[src/design/rhmf_ram.sv]
`timescale 1ns / 1ps
`default_nettype none
module rhmf_ram #(
	parameter int WIDTH = 8,
	parameter int DEPTH = 256
) (
	input  wire logic                     clk,
	input  wire logic                     we,
	input  wire logic [$clog2(DEPTH)-1:0] waddr,
	input  wire logic [WIDTH-1:0]         wdata,
	input  wire logic [$clog2(DEPTH)-1:0] raddr,
	output logic      [WIDTH-1:0]         rdata
);

	logic [WIDTH-1:0] mem [DEPTH];

	always_ff @(posedge clk) begin
		if (we) begin
			mem[waddr] <= wdata;
		end
		rdata <= mem[raddr];
	end

endmodule
`default_nettype wire

[config.mk]
export PLATFORM = sky130hd
export DESIGN_NAME = rhmf_ram
export DESIGN_NICKNAME = d
export VERILOG_FILES = /design/src/design/rhmf_ram.sv
export SDC_FILE = /design/constraint.sdc
export NUM_CORES = 2
export LEC_CHECK = 0
export BUFFER_PORTS_ARGS = -buffer_cell sky130_fd_sc_hd__buf_2
export CORE_AREA = 2 2 568 570
export DETAILED_ROUTE_END_ITERATION = 10
export DIE_AREA = 0 0 570 572
export PLACE_DENSITY = 0.44
export SYNTH_ARGS = -nofsm -noshare
export SYNTH_HDL_FRONTEND = slang
export SYNTH_SLANG_ARGS = --single-unit
[constraint.sdc]
create_clock -name clk -period 2.6 [get_ports clk]
set_input_delay 0.13 -clock clk [delete_from_list [all_inputs] [get_ports clk]]
set_output_delay 0.13 -clock clk [all_outputs]
set_load 0.02 [all_outputs]
---- Word-level counts from Yosys, hierarchy flattened ----
Memories as Yosys holds them, arrays and structs flattened. A register that Yosys moved wholly into a read port is not among the register bits.
Cells that the tools add are included.
word-level totals
  register bits ........................... 0
  memory bits (writable) .................. 2048
  bits of input ports ..................... 26
  output and inout bits ................... 8
  memories ................................ 1
memory list
  name  depth  bits a word  read ports  clocked after memory_dff  wr ports  RTL line  source
  mem   256    8            1           1                         1         15        logic [WIDTH-1:0] mem [DEPTH];
operators by class
  muxes and demuxes ....................... 2
operators with widths
  kind              count
  1-bit 2-to-1 mux  2

---- Longest topological paths before layout ----
  depth in word-level cells ............... 2
  gate-level depth with buffers ........... 11

---- Worst setup path before layout ----
No wires, ideal clock.
  path type ............................... input to register
  start point ............................. input raddr[0]
  end point ............................... register rdata[2], read port of mem
  setup time .............................. 131 ps
  data arrival time ....................... 1937 ps
  required time ........................... 2469 ps
  setup slack ............................. 532 ps
  stages .................................. 9
  path buffers ............................ 4
  path through ............................ buf_6 buf_12 buf_8 buf_2 mux4_2 a22oi_1 a21oi_1 nor4_1 nor4_2
RTL lines
  element          RTL line  source
  start, declared  11        input wire logic [$clog2(DEPTH)-1:0] raddr,
  end, declared    12        output logic [WIDTH-1:0] rdata

---- Worst setup path after layout ----
  start point ............................. input waddr[2]
  end point ............................... memory mem[133][6], enable pin
RTL lines
  element          RTL line  source
  start, declared  9         input wire logic [$clog2(DEPTH)-1:0] waddr,
  end, declared    15
Straight into the memory's write port.

==> flow_metrics.tcl <==
set metrics [dict create \
    cap_violations 0 \
    dieArea_um2 326000 \
    firstDrtPassIters 6 \
    cp_max_fo 10 \
    final_area_um2 97000 \
    yosysMostFrequentCell "edfxtp_1" \
    async_reset_ff_share_pct 0 \
    fillers 30939 \
    path_common_cell "buf_4" \
    cts-root-buf "clkbuf_16" \
    core-area_um2 320000 \
    min-delay-path-class "primary input to register" \
    synth_area_leaders "edfxtp_1, mux4_2, mux2i_1, nor2_1, a22oi_1" \
    numClockSinks 2056 \
    grt_antenna_before_repair 20 \
    muxShareOfSynthArea_pct 14.6 \
    synth_fa_ha_area_share_pct 0 \
    ctsHtreeMaxLevel 4 \
    grt_max_degree 106 \
    initial_core_util_pct 24.9 \
    comb_power_share_pct 5.6 \
    synth_top_cell_area_share_pct 77.3 \
    synthesis.nets 3759 \
    syn_avg_cell_area_um2 21.3 \
    viasPerCell 4.60 \
    cp_slowest_stage_delay_ns 0.75 \
    path_cells "dlygate4sd3_1 -> buf_2 -> nor2b_1 -> buf_4 -> nand3_2 -> nor2_1 -> buf_4" \
    die_y_um 572 \
    netlist_area_um2 79600 \
    end_kind "register" \
    leakage_nw 30.7 \
    synthToLayoutAreaGrowth_pct 21.9 \
    synth_edf_count 2048 \
    critPathTopFamily "simple AND/OR/NAND/NOR gates" \
    ys.flop_type "edfxtp_1" \
    synth-seq-cells 2056 \
    finalNetCount 4454 \
    drtAntennaViolNets 0 \
    grt_usage_pct 14.1 \
    grt.overflow.total 0 \
    tightest_slew_ns 0.975 \
    final_core_util_pct 30.3 \
    yosysSeqAreaShare_pct 77.5 \
    yosysWarnings 0 \
    seq_power_share_pct 51.2 \
    whs_ns 0.160 \
    yosys-top-cells-count "edfxtp_1, mux4_2, nor2_1" \
    p_int_w 0.0560 \
    die_x_um 570 \
    portBuffers 33 \
    peakVddDrop_v 0.000503 \
    power.switching_w 0.0155 \
    place_area_um2 89800 \
    outcome "completed" \
    grt_pass1_wl_mm 326 \
    critical_path_class "primary input to register" \
    max_slew_margin_pct 34.9 \
    drive_gt1_share_pct 32.4 \
    fin_crit_sh_pct 96.0 \
    cts_inserted_buffers 219 \
    power.share.clock_pct 43.3 \
    critPathRequiredTime_ns 3.15 \
    clk_pin_slew_ns 0.06 \
    drtIter0Drc 3845 \
    num_vias 40491 \
    hold_violations 0 \
    cts_setup_buffers 0 \
    clkLatencyLatePin_ns 0.87 \
    finalMaxSlewViolations 0 \
    synth_top_area_cell "edfxtp_1" \
    setup_violations 0 \
    skew_ns 0.0474 \
    crit_path_start_kind "primary input" \
    routed_wl_mm 232 \
    critical_path_arrival_ns 3.05 \
    gp_congestion 0.784 \
    row_count 208 \
    timing.fmax_ghz 0.401 \
    p_per_area_nw_per_um2 738 \
    cp.buffers_inverters 4 \
    clockBufferDepth 4 \
    grt_pass1_vias 41405 \
    synth_compound_area_share_pct 3.42 \
    netSwitchingFraction_pct 21.7 \
    cts_tree "yes" \
    min_period_ns 2.50 \
    synth_xor_xnor_area_share_pct 0 \
    syn_inst 3733 \
    drc 0 \
    yosysUniqueCellTypes 55 \
    num_io_pins 34 \
    rsz0062_at_grt "no" \
    hpwl_mm 152 \
    slowest_stage "nand3_2" \
    synth_top_family_by_area "multiplexers" \
    wl_per_cell_um 26.4 \
    synthSimpleGateAreaFrac_pct 2.63 \
]
-- cells by family (layout without fill, tap and decap cells) --
kind of cell    Yosys count  after routing
flops                  2056           2056
other cells               0              4
buf+inv                 235           1098
compound gates          385            385
simple gates            466            466
mux                     591            591
-- stage by stage --
step                std cells  TNS (ns)  power (W)  setup slack (ns)
floorplan                3733         0     0.0391             0.532
global placement         8389     -6.74     0.0413             -1.01
detailed placement       8389     -6.24     0.0414            -0.898
CTS                      8796         0     0.0724            0.0121
global route             8799         0     0.0738            0.0847
finish                   8800         0     0.0715             0.104
-- repair_timing --
item,in CTS,in global routing
hold buffers,18,0
gates resized for setup,7,4
endpoints found under the hold margin,1631,0
setup endpoints to repair,7,4
-- sequential cells by signal, summed over array words and instances, names as in the netlist --
signal and flops:
rdata 8, mem 2048
-- final timing paths --
| kind | startpoint | endpoint | slack (ns) | cells after the start |
|---|---|---|---|---|
| worst max-delay path | waddr[2] | mem[133][6] | 0.10 | 7 |
| worst min-delay path | waddr[6] | mem[230][7] | 0.16 | 4 |
| worst max register to register | mem[43][3] | rdata[3] | 0.13 | 7 |
| worst min register to register | mem[167][5] | rdata[5] | 1.18 | 6 |
-- area by class of cell --
| type | count | area (µm²) | area share (%) |
|---|---|---|---|
| flip-flops and latches | 2056 | 61700 | 63.6 |
| multi-input cells | 1442 | 16600 | 17.1 |
| repair buffers | 707 | 6460 | 6.66 |
| clock buffers | 280 | 5840 | 6.03 |
| well taps | 4200 | 5260 | 5.42 |
| clock inverters | 109 | 1130 | 1.17 |
| diodes | 4 | 10.0 | 0.0103 |
| inverters | 2 | 7.51 | 0.00774 |
-- worst register-to-register path, cell delays in order, from the launching register on --
cell	delay, ns
edfxtp_1	0.36
mux4_2	0.47
nand2b_1	0.16
a311oi_1	0.35
o221ai_1	0.25
a211oi_2	0.47
buf_4	0.23
nor4_1	0.05
-- placed cells by master (no fill, tap or decap), types with 36 or more instances in the layout --
cell | synthesis | routed
edfxtp_1 | 2048 | 2048
buf_4 | 27 | 571
mux4_2 | 454 | 454
nor2_1 | 282 | 279
clkbuf_16 | 0 | 222
mux2i_1 | 134 | 134
a22oi_1 | 133 | 132
a21oi_1 | 96 | 96
buf_12 | 8 | 87
clkbuf_1 | 111 | 51
o221ai_1 | 46 | 46
clkinv_2 | 0 | 41
clkinv_1 | 1 | 36
-- routing by layer --
layer	wire, µm	track usage (%)	vias up
li1	-	-	17113
met1	104000	19.5	21922
met2	111000	22.9	1144
met3	12400	2.48	306
met4	5170	3.51	6
met5	34	0	-
-- power by group through the flow --
stage / registers (W) / clock network (W) / logic, W
after floorplan: 0.0373 / 0 / 0.00177
after global placement: 0.0373 / 0 / 0.00402
after detailed placement: 0.0373 / 0 / 0.00404
after CTS: 0.0366 / 0.0317 / 0.00408
after global routing: 0.0366 / 0.0330 / 0.00424
final: 0.0366 / 0.0309 / 0.00400
(Power assumes the default switching activity.)
